$ cat src/sv/mcst_pkg.sv
// Shared types and command codes for the multi-channel soft timer.
// No dependencies; used by mcst_eval and multi_channel_soft_timer.
package mcst_pkg;

   localparam int MODE_W = 3;
   localparam int TIME_W = 32;
   localparam int MASK_W = 8;

   localparam logic [MODE_W-1:0] MODE_TICK     = 3'd0;
   localparam logic [MODE_W-1:0] MODE_SET      = 3'd1;
   localparam logic [MODE_W-1:0] MODE_ONCE     = 3'd2;
   localparam logic [MODE_W-1:0] MODE_PERIODIC = 3'd3;
   localparam logic [MODE_W-1:0] MODE_DISABLE  = 3'd4;

   localparam logic [TIME_W-1:0] NO_DUE = '1;

   // control into the scan evaluation stage
   typedef struct packed {
      logic start;      // clear accumulators before a new pass
      logic valid;      // a channel's RAM data is present this cycle
      logic tick;       // pass belongs to a tick command
      logic active;     // channel active flag
      logic repeat_on;  // channel periodic flag
   } scan_ctl_type;

   // per-channel update coming back from the evaluation stage
   typedef struct packed {
      logic due_we;     // write back advanced due time
      logic drop;       // one-shot channel fired, clear active
   } scan_upd_type;

endpackage

$ cat src/sv/mcst_ram.sv
// Generic single-write, single-read synchronous RAM with registered read data.
// No dependencies.
module mcst_ram #(
   parameter int WIDTH = 32,
   parameter int DEPTH = 8
) (
   input  logic                                   clock,
   input  logic                                   wr_en,
   input  logic [(DEPTH > 1 ? $clog2(DEPTH) : 1)-1:0] wr_addr,
   input  logic [WIDTH-1:0]                       wr_data,
   input  logic                                   rd_en,
   input  logic [(DEPTH > 1 ? $clog2(DEPTH) : 1)-1:0] rd_addr,
   output logic [WIDTH-1:0]                       rd_data
);

   logic [WIDTH-1:0] mem_ff [DEPTH];
   logic [WIDTH-1:0] rdata_ff;

   always_ff @(posedge clock) begin
      if (wr_en) begin
         mem_ff[wr_addr] <= wr_data;
      end
      if (rd_en) begin
         rdata_ff <= mem_ff[rd_addr];
      end
   end

   assign rd_data = rdata_ff;

endmodule

$ cat src/sv/mcst_eval.sv
// Scan evaluation stage: fire decision, due-time advance and earliest-due search.
// Depends on mcst_pkg.
module mcst_eval #(
   parameter int CHANNELS = 8
) (
   input  logic                                         clock,
   input  mcst_pkg::scan_ctl_type                       ctl,
   input  logic [(CHANNELS > 1 ? $clog2(CHANNELS) : 1)-1:0] idx,
   input  logic [mcst_pkg::TIME_W-1:0]                  due_rd,
   input  logic [mcst_pkg::TIME_W-1:0]                  per_rd,
   input  logic [mcst_pkg::TIME_W-1:0]                  now,
   output mcst_pkg::scan_upd_type                       upd,
   output logic [mcst_pkg::TIME_W-1:0]                  due_wdata,
   output logic [mcst_pkg::TIME_W-1:0]                  min_due,
   output logic [CHANNELS-1:0]                          fire_mask
);

   logic [mcst_pkg::TIME_W-1:0] min_ff, min_in;
   logic [CHANNELS-1:0]         fire_ff, fire_in;
   logic                        hit;
   logic                        live;
   logic [mcst_pkg::TIME_W-1:0] eff_due;

   always_comb begin
      hit       = ctl.valid && ctl.tick && ctl.active && (due_rd <= now);
      due_wdata = due_rd + per_rd;
      eff_due   = (hit && ctl.repeat_on) ? due_wdata : due_rd;
      live      = ctl.active && !(hit && !ctl.repeat_on);
      upd.due_we = hit && ctl.repeat_on;
      upd.drop   = hit && !ctl.repeat_on;

      min_in  = min_ff;
      fire_in = fire_ff;
      if (ctl.start) begin
         min_in  = mcst_pkg::NO_DUE;
         fire_in = '0;
      end else if (ctl.valid) begin
         fire_in[idx] = hit;
         if (live && (eff_due < min_ff)) begin
            min_in = eff_due;
         end
      end
   end

   always_ff @(posedge clock) begin
      min_ff  <= min_in;
      fire_ff <= fire_in;
   end

   assign min_due   = min_ff;
   assign fire_mask = fire_ff;

endmodule

$ cat src/sv/multi_channel_soft_timer.sv
// Multi-channel soft timer: due times and periods live in two RAMs, scanned one
// channel per cycle through the RAM read port for every command.
// Start commands (once, periodic) first read the period and write the armed due time
// before the scan. A new command is accepted only in idle, after the previous
// result has been loaded into the output register.
// Reset: time zero, all channels inactive and one-shot, periods read as zero.
module multi_channel_soft_timer #(
   parameter int CHANNELS = 8
) (
   input  logic                              clock,
   input  logic                              reset,
   input  logic                              req_valid,
   output logic                              req_stall,
   input  logic [2:0]                        req_mode,
   input  logic [2:0]                        req_channel,
   input  logic [31:0]                       req_period,
   output logic                              rsp_valid,
   input  logic                              rsp_stall,
   output logic [7:0]                        rsp_fire_mask,
   output logic [31:0]                       rsp_nearest_due,
   output logic [31:0]                       rsp_now_ms,
   output logic [7:0]                        rsp_active_mask
);

   localparam int IDX_W = (CHANNELS > 1) ? $clog2(CHANNELS) : 1;
   localparam int CNT_W = $clog2(CHANNELS + 1);
   localparam logic [CNT_W-1:0] CNT_LIMIT = CNT_W'(CHANNELS);
   localparam logic [31:0]      CH_LIMIT  = 32'(CHANNELS);

   localparam logic [2:0] ST_IDLE = 3'd0;
   localparam logic [2:0] ST_ARM  = 3'd1;
   localparam logic [2:0] ST_ARMW = 3'd2;
   localparam logic [2:0] ST_SCAN = 3'd3;
   localparam logic [2:0] ST_DONE = 3'd4;

   logic [2:0]          state_ff, state_in;
   logic [2:0]          mode_ff, mode_in;
   logic [IDX_W-1:0]    chan_ff, chan_in;
   logic [31:0]         now_ff, now_in;
   logic [CHANNELS-1:0] active_ff, active_in;
   logic [CHANNELS-1:0] repeat_ff, repeat_in;
   logic [CHANNELS-1:0] pvalid_ff, pvalid_in;
   logic [CNT_W-1:0]    cnt_ff, cnt_in;
   logic                proc_vld_ff;
   logic [IDX_W-1:0]    proc_idx_ff;
   logic                rsp_valid_ff, rsp_valid_in;
   logic [7:0]          rsp_fire_ff, rsp_active_ff;
   logic [31:0]         rsp_due_ff, rsp_now_ff;

   logic                accept;
   logic                ch_ok;
   logic [IDX_W+2:0]    ch_ext;
   logic [IDX_W-1:0]    ch_idx;
   logic                issuing;
   logic                slot_free;
   logic                load_rsp;

   logic                per_we;
   logic [31:0]         per_wdata;
   logic                rd_en;
   logic [IDX_W-1:0]    rd_addr;
   logic [31:0]         per_rd, due_rd, per_eff;
   logic                due_we;
   logic [IDX_W-1:0]    due_waddr;
   logic [31:0]         due_wdata;

   mcst_pkg::scan_ctl_type scan_ctl;
   mcst_pkg::scan_upd_type scan_upd;
   logic [31:0]            eval_wdata;
   logic [31:0]            min_due;
   logic [CHANNELS-1:0]    fire_mask;
   logic [CHANNELS+7:0]    fire_ext, active_ext;

   assign req_stall = (state_ff != ST_IDLE);
   assign accept    = req_valid && !req_stall;
   assign ch_ok     = ({29'd0, req_channel} < CH_LIMIT);
   assign ch_ext    = {IDX_W'(0), req_channel};
   assign ch_idx    = ch_ext[IDX_W-1:0];
   assign issuing   = (state_ff == ST_SCAN) && (cnt_ff != CNT_LIMIT);
   assign slot_free = !rsp_valid_ff || !rsp_stall;
   assign load_rsp  = (state_ff == ST_DONE) && slot_free;

   // period store written straight from the request beat
   assign per_we    = accept && (req_mode == mcst_pkg::MODE_SET) && ch_ok;
   assign per_wdata = (req_period == 32'd0) ? 32'd1 : req_period;

   assign rd_en   = issuing || (state_ff == ST_ARM);
   assign rd_addr = (state_ff == ST_ARM) ? chan_ff : cnt_ff[IDX_W-1:0];

   // a never-written period reads as zero
   always_comb begin
      if (state_ff == ST_ARMW) begin
         per_eff = pvalid_ff[chan_ff] ? per_rd : 32'd0;
      end else begin
         per_eff = pvalid_ff[proc_idx_ff] ? per_rd : 32'd0;
      end
   end

   always_comb begin
      if (state_ff == ST_ARMW) begin
         due_we    = 1'b1;
         due_waddr = chan_ff;
         due_wdata = now_ff + per_eff;
      end else begin
         due_we    = scan_upd.due_we;
         due_waddr = proc_idx_ff;
         due_wdata = eval_wdata;
      end
   end

   mcst_ram #(.WIDTH(32), .DEPTH(CHANNELS)) u_period_ram (
      .clock   (clock),
      .wr_en   (per_we),
      .wr_addr (ch_idx),
      .wr_data (per_wdata),
      .rd_en   (rd_en),
      .rd_addr (rd_addr),
      .rd_data (per_rd)
   );

   mcst_ram #(.WIDTH(32), .DEPTH(CHANNELS)) u_due_ram (
      .clock   (clock),
      .wr_en   (due_we),
      .wr_addr (due_waddr),
      .wr_data (due_wdata),
      .rd_en   (rd_en),
      .rd_addr (rd_addr),
      .rd_data (due_rd)
   );

   always_comb begin
      scan_ctl.start     = (state_ff != ST_SCAN) && (state_ff != ST_DONE);
      scan_ctl.valid     = proc_vld_ff;
      scan_ctl.tick      = (mode_ff == mcst_pkg::MODE_TICK);
      scan_ctl.active    = active_ff[proc_idx_ff];
      scan_ctl.repeat_on = repeat_ff[proc_idx_ff];
   end

   mcst_eval #(.CHANNELS(CHANNELS)) u_eval (
      .clock     (clock),
      .ctl       (scan_ctl),
      .idx       (proc_idx_ff),
      .due_rd    (due_rd),
      .per_rd    (per_eff),
      .now       (now_ff),
      .upd       (scan_upd),
      .due_wdata (eval_wdata),
      .min_due   (min_due),
      .fire_mask (fire_mask)
   );

   always_comb begin
      state_in     = state_ff;
      mode_in      = mode_ff;
      chan_in      = chan_ff;
      now_in       = now_ff;
      active_in    = active_ff;
      repeat_in    = repeat_ff;
      pvalid_in    = pvalid_ff;
      cnt_in       = cnt_ff;
      rsp_valid_in = rsp_valid_ff;

      if (rsp_valid_ff && !rsp_stall) begin
         rsp_valid_in = 1'b0;
      end

      unique case (state_ff)
         ST_IDLE: begin
            if (accept) begin
               mode_in  = req_mode;
               chan_in  = ch_idx;
               cnt_in   = '0;
               state_in = ST_SCAN;
               if (req_mode == mcst_pkg::MODE_TICK) begin
                  now_in = now_ff + 32'd1;
               end else if (ch_ok) begin
                  case (req_mode) inside
                     mcst_pkg::MODE_SET: begin
                        pvalid_in[ch_idx] = 1'b1;
                     end
                     mcst_pkg::MODE_ONCE, mcst_pkg::MODE_PERIODIC: begin
                        state_in = ST_ARM;
                     end
                     mcst_pkg::MODE_DISABLE: begin
                        active_in[ch_idx] = 1'b0;
                        repeat_in[ch_idx] = 1'b0;
                     end
                     default: begin
                     end
                  endcase
               end
            end
         end
         ST_ARM: begin
            state_in = ST_ARMW;
         end
         ST_ARMW: begin
            active_in[chan_ff] = 1'b1;
            repeat_in[chan_ff] = (mode_ff == mcst_pkg::MODE_PERIODIC);
            state_in           = ST_SCAN;
         end
         ST_SCAN: begin
            if (issuing) begin
               cnt_in = cnt_ff + CNT_W'(1);
            end
            if (scan_upd.drop) begin
               active_in[proc_idx_ff] = 1'b0;
            end
            if (!issuing && proc_vld_ff) begin
               state_in = ST_DONE;
            end
         end
         ST_DONE: begin
            if (slot_free) begin
               rsp_valid_in = 1'b1;
               state_in     = ST_IDLE;
            end
         end
         default: begin
            state_in = ST_IDLE;
         end
      endcase
   end

   always_ff @(posedge clock) begin
      if (reset) begin
         state_ff     <= ST_IDLE;
         now_ff       <= '0;
         active_ff    <= '0;
         repeat_ff    <= '0;
         pvalid_ff    <= '0;
         cnt_ff       <= '0;
         proc_vld_ff  <= 1'b0;
         rsp_valid_ff <= 1'b0;
      end else begin
         state_ff     <= state_in;
         now_ff       <= now_in;
         active_ff    <= active_in;
         repeat_ff    <= repeat_in;
         pvalid_ff    <= pvalid_in;
         cnt_ff       <= cnt_in;
         proc_vld_ff  <= issuing;
         rsp_valid_ff <= rsp_valid_in;
      end
   end

   assign fire_ext   = {8'd0, fire_mask};
   assign active_ext = {8'd0, active_ff};

   always_ff @(posedge clock) begin
      mode_ff     <= mode_in;
      chan_ff     <= chan_in;
      proc_idx_ff <= cnt_ff[IDX_W-1:0];
      if (load_rsp) begin
         rsp_fire_ff   <= fire_ext[7:0];
         rsp_due_ff    <= min_due;
         rsp_now_ff    <= now_ff;
         rsp_active_ff <= active_ext[7:0];
      end
   end

   assign rsp_valid       = rsp_valid_ff;
   assign rsp_fire_mask   = rsp_fire_ff;
   assign rsp_nearest_due = rsp_due_ff;
   assign rsp_now_ms      = rsp_now_ff;
   assign rsp_active_mask = rsp_active_ff;

   // an accepted beat always starts work
   a_accept_busy: assert property (@(posedge clock) disable iff (reset)
      accept |=> state_ff != ST_IDLE)
      else $error("accepted beat did not leave idle");

   // scan write-back never hits the entry being read in the same cycle
   a_no_overlap: assert property (@(posedge clock) disable iff (reset)
      (state_ff == ST_SCAN && due_we && issuing) |-> due_waddr != rd_addr)
      else $error("due RAM write collides with scan read");

   // only ticks fire channels
   a_fire_tick_only: assert property (@(posedge clock) disable iff (reset)
      (load_rsp && mode_ff != mcst_pkg::MODE_TICK) |-> fire_mask == '0)
      else $error("fire mask set on a non-tick command");

   // a result is loaded only when the output slot is free
   a_no_overwrite: assert property (@(posedge clock) disable iff (reset)
      (rsp_valid_ff && rsp_stall) |-> !load_rsp)
      else $error("pending result overwritten");

endmodule

$ cat config.mk
export PLATFORM = sky130hd
export DESIGN_NAME = multi_channel_soft_timer
export DESIGN_NICKNAME = d
export VERILOG_FILES = /design/src/sv/mcst_pkg.sv /design/src/sv/mcst_ram.sv /design/src/sv/mcst_eval.sv /design/src/sv/multi_channel_soft_timer.sv
export SDC_FILE = /design/constraint.sdc
export NUM_CORES = 1
export LEC_CHECK = 0
export BUFFER_PORTS_ARGS = -buffer_cell sky130_fd_sc_hd__buf_2
export CAP_MARGIN = 20
export CORE_UTILIZATION = 55
export DETAILED_ROUTE_END_ITERATION = 6
export GPL_ROUTABILITY_DRIVEN = 0
export GPL_TIMING_DRIVEN = 0
export PLACE_DENSITY = 0.69
export SETUP_SLACK_MARGIN = 0.05
export SYNTH_ARGS = -nofsm -noshare
export SYNTH_HDL_FRONTEND = slang
export SYNTH_HIERARCHICAL = 1
export SYNTH_SLANG_ARGS = --single-unit
$ cat constraint.sdc
create_clock -name clock -period 16.9 [get_ports clock]
set_clock_uncertainty 0.1 [all_clocks]
set_input_delay 3.38 -clock clock [delete_from_list [all_inputs] [get_ports clock]]
set_output_delay 3.38 -clock clock [all_outputs]
set_load 0.05 [all_outputs]
==> reports/metrics.cfg, run 1 <==
[route]
vias = 21526
viasPerCell = 6.09
wirelength_um = 85600
drt_pass1_iterations = 5
remaining_drc_errors = 0
wire_per_inst_um = 24.2
drt-initial-drc-count = 2220
postRouteAntennaNets = 0

[timing]
hold_violations = 0
setup_tns_ns = 0
max_freq_mhz = 130
finalCriticalPeriod_ns = 7.71
drv_slew = 0
setup_viol = 0
rsz0062_at_grt = false
post-route-period-util = 0.456
setup_slack_ns = 9.19
worstMarginPinSlew_ns = 1.14
max_slew_margin = 0.235

[logic_synthesis]
synthCells = 2390
synth_area_leaders = edfxtp_1, dfxtp_1, mux4_1
synth.top_cell.area_share = 0.564
synth_largest_area_cell = edfxtp_1
ys.flop_type = edfxtp_1
synth.distinct_cells = 86
netlist_area_sq_um = 35200
ys_seq_area_frac = 0.626
synth-seq-cells = 770
yosysWarningCount = 6
synth.avg_cell_area_sq_um = 14.7
synth_edf_count = 662
synth_fp_nets = 2562
async_reset_ff_frac = 0

[die]
die_h_um = 255
die_w_um = 255
core_sq_um = 63200
ios = 124
die_area_sq_um = 65100
rows = 92
initial_core_util = 0.557

[cts]
clock_latency_ns = 0.64
hold_buffers = 0
clock-root-buffer = clkbuf_16
cts_tree = built
cts_max_level = 3
cts_buffers = 78
clk_pin_slew_ns = 0.07
clockBufferDepth = 3
cts_resized = 0
cts_sinks = 770
cts_setup_buffers = 0

[power]
total_power_mw = 6.53
p_clk_frac = 0.255
peakVddDrop_v = 0.0000963
p_leak_nw = 14.0
p_int_mw = 4.31
p_per_area_nw_per_um2 = 163
pwr-share-comb = 0.332
power_frac_seq = 0.412
power.switching_mw = 2.22
switching_share = 0.340

[cells_and_area]
n_fill_cell = 4485
area_growth_pct = 13.7
most-common-layout-cells = edfxtp_1, nand2_1, buf_2
nets = 2800
multi_input_area_sq_um = 12300
seqCellArea_sq_um = 22000
drive_above_1_share = 0.186
final_common_cell = edfxtp_1

[grt]
grt_pass1_vias = 21353
grt_antenna_before_repair = 0
grt_overflow = 0
grt_max_degree = 39
grt.total_usage = 0.269
grt_pass1_wl_um = 129000

[min_path]
min_path_type = reg2reg

[setup_path]
crit_path_end_kind = register
crit_path_start_kind = register
worstSetupPathType = reg2reg
cp_slowest_cell = a211oi_1
critPathMaxStageDelay_ns = 0.42
cp_max_fo = 10
critical_path_arrival_ns = 8.11
worst-endpoint-required_ns = 17.30

[placement]
port_buffers = 122
dp_slack_ns = 9.41
dp_hpwl_um = 61500

[run]
maxCapViolations = 0

[status]
status = finished, final reports clean

[final cells by class]
| cell class | instances | area share |
|---|---|---|
| antenna | 1 | 0.0000625 |
| inverter | 99 | 0.00928 |
| clock buffer | 93 | 0.0501 |
| sequential | 770 | 0.550 |
| buffer | 127 | 0.0168 |
| timing repair buffer | 158 | 0.0284 |
| tap | 846 | 0.0264 |
| clock inverter | 46 | 0.0125 |
| multi-input combinational | 1394 | 0.306 |
[worst max-delay path: cells and delay by family (launching register included)]
family	cells	cell delay, ns
and+or+nand+nor	13	2.44
buffers and inverters	5	1.22
adders and majority gates	3	0.90
xor gates and xnor gates	1	0.16
AOI/OAI and AO/OA	9	2.36
DFF	1	0.37
[flip-flops by register name, indices dropped and copies added, names as in the netlist, 4 cells and up]
signal / count
u_due_ram/mem_ff: 256
u_period_ram/mem_ff: 256
now_ff: 32
rsp_nearest_due: 32
rsp_now_ms: 32
u_due_ram/rd_data: 32
u_eval/min_due: 32
u_period_ram/rd_data: 32
active_ff: 8
pvalid_ff: 8
repeat_ff: 8
rsp_active_mask: 8
rsp_fire_mask: 8
u_eval/fire_mask: 8
cnt_ff: 4
[worst paths after layout]
| path | start | endpoint | slack [ns] | depth (start not counted) |
|---|---|---|---|---|
| hold / removal | cnt_ff[2] | proc_idx_ff[2] | 0.27 | 0 |
| setup / recovery | state_ff[2] | u_eval/min_due[25] | 9.19 | 31 |
| setup reg to reg | state_ff[2] | u_eval/min_due[25] | 9.19 | 31 |
| hold reg to reg | cnt_ff[2] | proc_idx_ff[2] | 0.27 | 0 |
[metrics by stage]
stage | utilization | instance area (sq um) | std cells | hold slack [ns]
floorplan | - | 35200 | 2390 | 0.251
global placement | 0.584 | 36900 | 3358 | 0.261
detailed placement | 0.593 | 37500 | 3389 | 0.268
CTS | 0.633 | 40000 | 3528 | 0.274
global route | 0.634 | 40100 | 3533 | 0.291
finish | 0.634 | 40100 | 3534 | 0.274
[kinds of logic after synthesis]
family          after synthesis  synth area share
flops                       770             0.626
mux                         234             0.127
fa+ha+maj                   130            0.0466
xor+xnor                     84            0.0209
simple gates                546            0.0771
compound gates              400            0.0732
buf+inv                     226            0.0297
[cell usage after synthesis, types with 8 or more instances]
| cell | instances |
|---|---|
| buf_6 | 21 |
| a31oi_1 | 18 |
| a211o_1 | 26 |
| clkbuf_1 | 73 |
| or3_1 | 10 |
| nor2b_1 | 10 |
| a21oi_1 | 114 |
| nor2_1 | 139 |
| dfxtp_1 | 108 |
| nand2b_1 | 20 |
| a211oi_1 | 14 |
| o211ai_1 | 11 |
| nor4_1 | 13 |
| buf_2 | 16 |
| mux4_2 | 50 |
| o21a_1 | 10 |
| buf_1 | 12 |
| mux4_1 | 80 |
| o21ai_0 | 100 |
| mux2_4 | 21 |
| xor2_1 | 44 |
| ha_1 | 128 |
| xnor2_1 | 40 |
| mux2_2 | 70 |
| inv_1 | 98 |
| and4_1 | 8 |
| a21o_1 | 28 |
| mux2i_1 | 12 |
| nand3_1 | 37 |
| edfxtp_1 | 662 |
| nand2_1 | 152 |
| nor3_1 | 38 |
| and2_1 | 42 |
| a221oi_1 | 11 |
| nand4_1 | 33 |
| and3_1 | 11 |
[metal layers]
| metal | wire length [um] | track usage | part of all wire |
|---|---|---|---|
| met1 | 36100 | 0.369 | 0.42 |
| met4 | 2890 | 0.0948 | 0.034 |
| met3 | 5760 | 0.0392 | 0.067 |
| met2 | 40800 | 0.440 | 0.48 |
| met5 | 0 | 0 | 0 |
[power by group through the flow]
| stage | sequential (mW) | clock, mW | combinational, mW |
|---|---|---|---|
| 2_1_floorplan | 2.71 | 0 | 1.40 |
| 4_1_cts | 2.70 | 1.69 | 2.13 |
| 3_5_place_dp | 2.73 | 0 | 2.13 |
| 3_3_place_gp | 2.75 | 0 | 2.01 |
| 6_report | 2.69 | 1.67 | 2.17 |
| 5_1_grt | 2.70 | 1.77 | 2.32 |
(Power assumes the default switching activity.)
==> inputs of run 2 (changes only) <==
- clock period: 16.9 -> 7.3 ns (I/O delays scaled with it)
==> run 2 against run 1 <==
Net effect:
- flip-flop and latch count unchanged
- first-iteration DRC count fell by 2.2%
- non-clock buffer count is the same
- sequential share of layout area is 0.10 points lower
- worst setup slack lost 8.9 ns
- fmax up 11%
- sequential power rose by 130%
- combinational power increased by 130%
- utilization is 0.12 points higher
- die area is the same
- global-route usage is essentially flat
- highest routed layer unchanged
==> reports/metrics.cfg, run 2 (synthesis gave the netlist of run 1 again) <==
[cells_and_area]
most-common-layout-cells = edfxtp_1, nand2_1, buf_2
reg_top3 = u_due_ram/mem_ff x256, u_period_ram/mem_ff x256
drive_above_1_share = 0.194  ; +0.00782
nets = 2800  ; unchanged
final_common_cell = edfxtp_1
area_growth_pct = 13.9
n_fill_cell = 4480  ; -0.11%
fin_util = 0.635  ; +0.00123
final_cell_area_sq_um = 40100  ; +0.19%

[die]
core_sq_um = 63200  ; unchanged
initial_core_util = 0.557  ; unchanged
die_h_um = 255  ; unchanged
die_area_sq_um = 65100  ; unchanged
die_w_um = 255  ; unchanged
rows = 92  ; unchanged
ios = 124  ; unchanged

[route]
remaining_drc_errors = 0  ; unchanged
postRouteAntennaNets = 0  ; unchanged
drt_pass1_iterations = 6  ; +1
wire_per_inst_um = 24.2  ; about the same
viasPerCell = 6.11  ; +0.24%
drt-initial-drc-count = 2172  ; -2.2%
vias = 21577  ; +0.24%
wirelength_um = 85600  ; about the same

[timing]
hold_violations = 0  ; unchanged
setup_viol = 0  ; unchanged
rsz0062_at_grt = false
worstMarginPinSlew_ns = 1.13  ; -0.00786 ns
post-route-period-util = 0.954  ; +0.498
max_freq_mhz = 144  ; +11%
drv_slew = 0  ; unchanged
finalCriticalPeriod_ns = 6.97  ; -0.744 ns
max_slew_margin = 0.240  ; +0.00530

[setup_path]
cp_max_fo = 10  ; unchanged
reg2reg_depth = 29  ; -6.5%
cp_num_buf_inv = 6  ; +1
critical_path_arrival_ns = 7.37  ; -0.74 ns
cp_slowest_cell = nor3_1
crit_family = simple AND/OR/NAND/NOR gates
r2r-start = state_ff[2]
crit_path_end_kind = register
r2r-end = u_eval/min_due[17]
r2r_slack_ns = 0.33  ; -8.86 ns
crit_path_start_kind = register
path_common_cell = nand2_1
worstSetupPathType = reg2reg
critPathMaxStageDelay_ns = 0.48  ; +0.06 ns
worst-endpoint-required_ns = 7.71  ; -9.59 ns

[power]
pwr-share-comb = 0.333  ; about the same
p_leak_nw = 14.0  ; +0.27%
p_int_mw = 9.98  ; +130%
power.switching_mw = 5.16  ; +130%
power_frac_seq = 0.412  ; about the same
peakVddDrop_v = 0.000223  ; +130%
p_clk_frac = 0.255  ; about the same
switching_share = 0.341  ; +0.000483
p_per_area_nw_per_um2 = 377  ; +130%

[cts]
cts_tree = built
clock-root-buffer = clkbuf_16
cts_sinks = 770  ; unchanged
cts_buffers = 78  ; unchanged
clockBufferDepth = 3  ; unchanged
clock_latency_ns = 0.63  ; about the same
cts_max_level = 3  ; unchanged
clk_pin_slew_ns = 0.06  ; about the same
hold_buffers = 0  ; unchanged

[placement]
dp_hpwl_um = 61500  ; unchanged
port_buffers = 122  ; unchanged
placement.cell_area_sq_um = 37500  ; unchanged

[grt]
grt.total_usage = 0.269  ; about the same
grt_antenna_before_repair = 0  ; unchanged
grt_max_degree = 39  ; unchanged
grt_pass1_vias = 21347  ; -0.028%
grt_pass1_wl_um = 129000  ; about the same
grt_overflow = 0  ; unchanged

[min_path]
hold_start = cnt_ff[2]
hold_path_depth = 0  ; unchanged
min_path_type = reg2reg
hold_end = proc_idx_ff[2]

[status]
status = finished, final reports clean

[run]
maxCapViolations = 0  ; unchanged

## run 2: cell types whose count changed in the layout (fill, tap and decap cells not counted), moves of 2 or more
| cell | previous run | this run |
|---|---|---|
| a21oi_1 | 113 | 110 |
| a21oi_2 | 1 | 4 |
| buf_4 | 7 | 9 |
| clkbuf_1 | 88 | 81 |
| clkbuf_2 | 0 | 5 |
| nor3_1 | 34 | 31 |
| nor3_2 | 6 | 9 |
## run 2: worst max path at each step
| stage | start | end | slack, ns | cells after the start |
|---|---|---|---|---|
| detailed placement | state_ff[2] | u_eval/min_due[25] | -0.19 | 31 |
| CTS | proc_idx_ff[1] | u_eval/min_due[17] | 0.12 | 28 |
| floorplan | proc_idx_ff[1] | u_eval/min_due[23] | 1.27 | 27 |
| finish | state_ff[2] | u_eval/min_due[17] | 0.33 | 29 |
| global route | state_ff[2] | u_eval/min_due[17] | 0.09 | 31 |
| global placement | proc_idx_ff[1] | u_due_ram/mem_ff[0][6] | -0.99 | 13 |
## run 2: power by group through the flow
stage / Sequential, mW / Clock [mW] / Combinational, mW
finish: 6.23 / 3.86 / 5.05
global route: 6.26 / 4.09 / 5.40
CTS: 6.24 / 3.92 / 4.94
detailed placement: 6.33 / 0 / 4.92
global placement: 6.37 / 0 / 4.66
floorplan: 6.28 / 0 / 3.25
## run 2: timing repair
action	in CTS	in global routing
resized for setup	7	25
pin swaps	0	2
setup endpoints to repair	32	32
buffers inserted	0	0
hold endpoints to repair	0	0
gates cloned	0	0
## run 2: cell type report
class	instances	area [sq um]	share of cell area
diodes	1	2.50	0.0000624
plain buffers	127	687	0.0171
clock buffers	93	2010	0.0500
clock inverters	46	499	0.0124
inverters	99	372	0.00926
multi-input cells	1394	12300	0.307
flip-flops and latches	770	22000	0.549
well taps	846	1060	0.0264
repair buffers	158	1140	0.0283
## run 2: stage by stage
| stage | total power [mW] | hold WS (ns) | worst slack (ns) | setup TNS (ns) | cells |
|---|---|---|---|---|---|
| 4_1_cts | 15.1 | 0.274 | 0.120 | 0 | 3528 |
| 2_1_floorplan | 9.53 | 0.251 | 1.27 | 0 | 2390 |
| 3_3_place_gp | 11.0 | 0.261 | -0.993 | -145.63 | 3358 |
| 5_1_grt | 15.7 | 0.291 | 0.0935 | 0 | 3533 |
| 3_5_place_dp | 11.3 | 0.268 | -0.190 | -3.02 | 3389 |
| 6_report | 15.1 | 0.273 | 0.335 | 0 | 3534 |
## run 2: worst register-to-register path: cells and delay by family (launching register included)
family / cells / cell delay (ns)
compound gates: 7 / 1.94
xor+xnor: 1 / 0.14
fa+ha+maj: 3 / 0.89
buf+inv: 6 / 1.11
flops: 1 / 0.38
simple gates: 12 / 2.28
## run 2: metal layers
metal | track usage | share of wire
met1 | 0.369 | 0.42
met2 | 0.439 | 0.48
met3 | 0.0392 | 0.064
met4 | 0.0958 | 0.034
met5 | 0 | 0
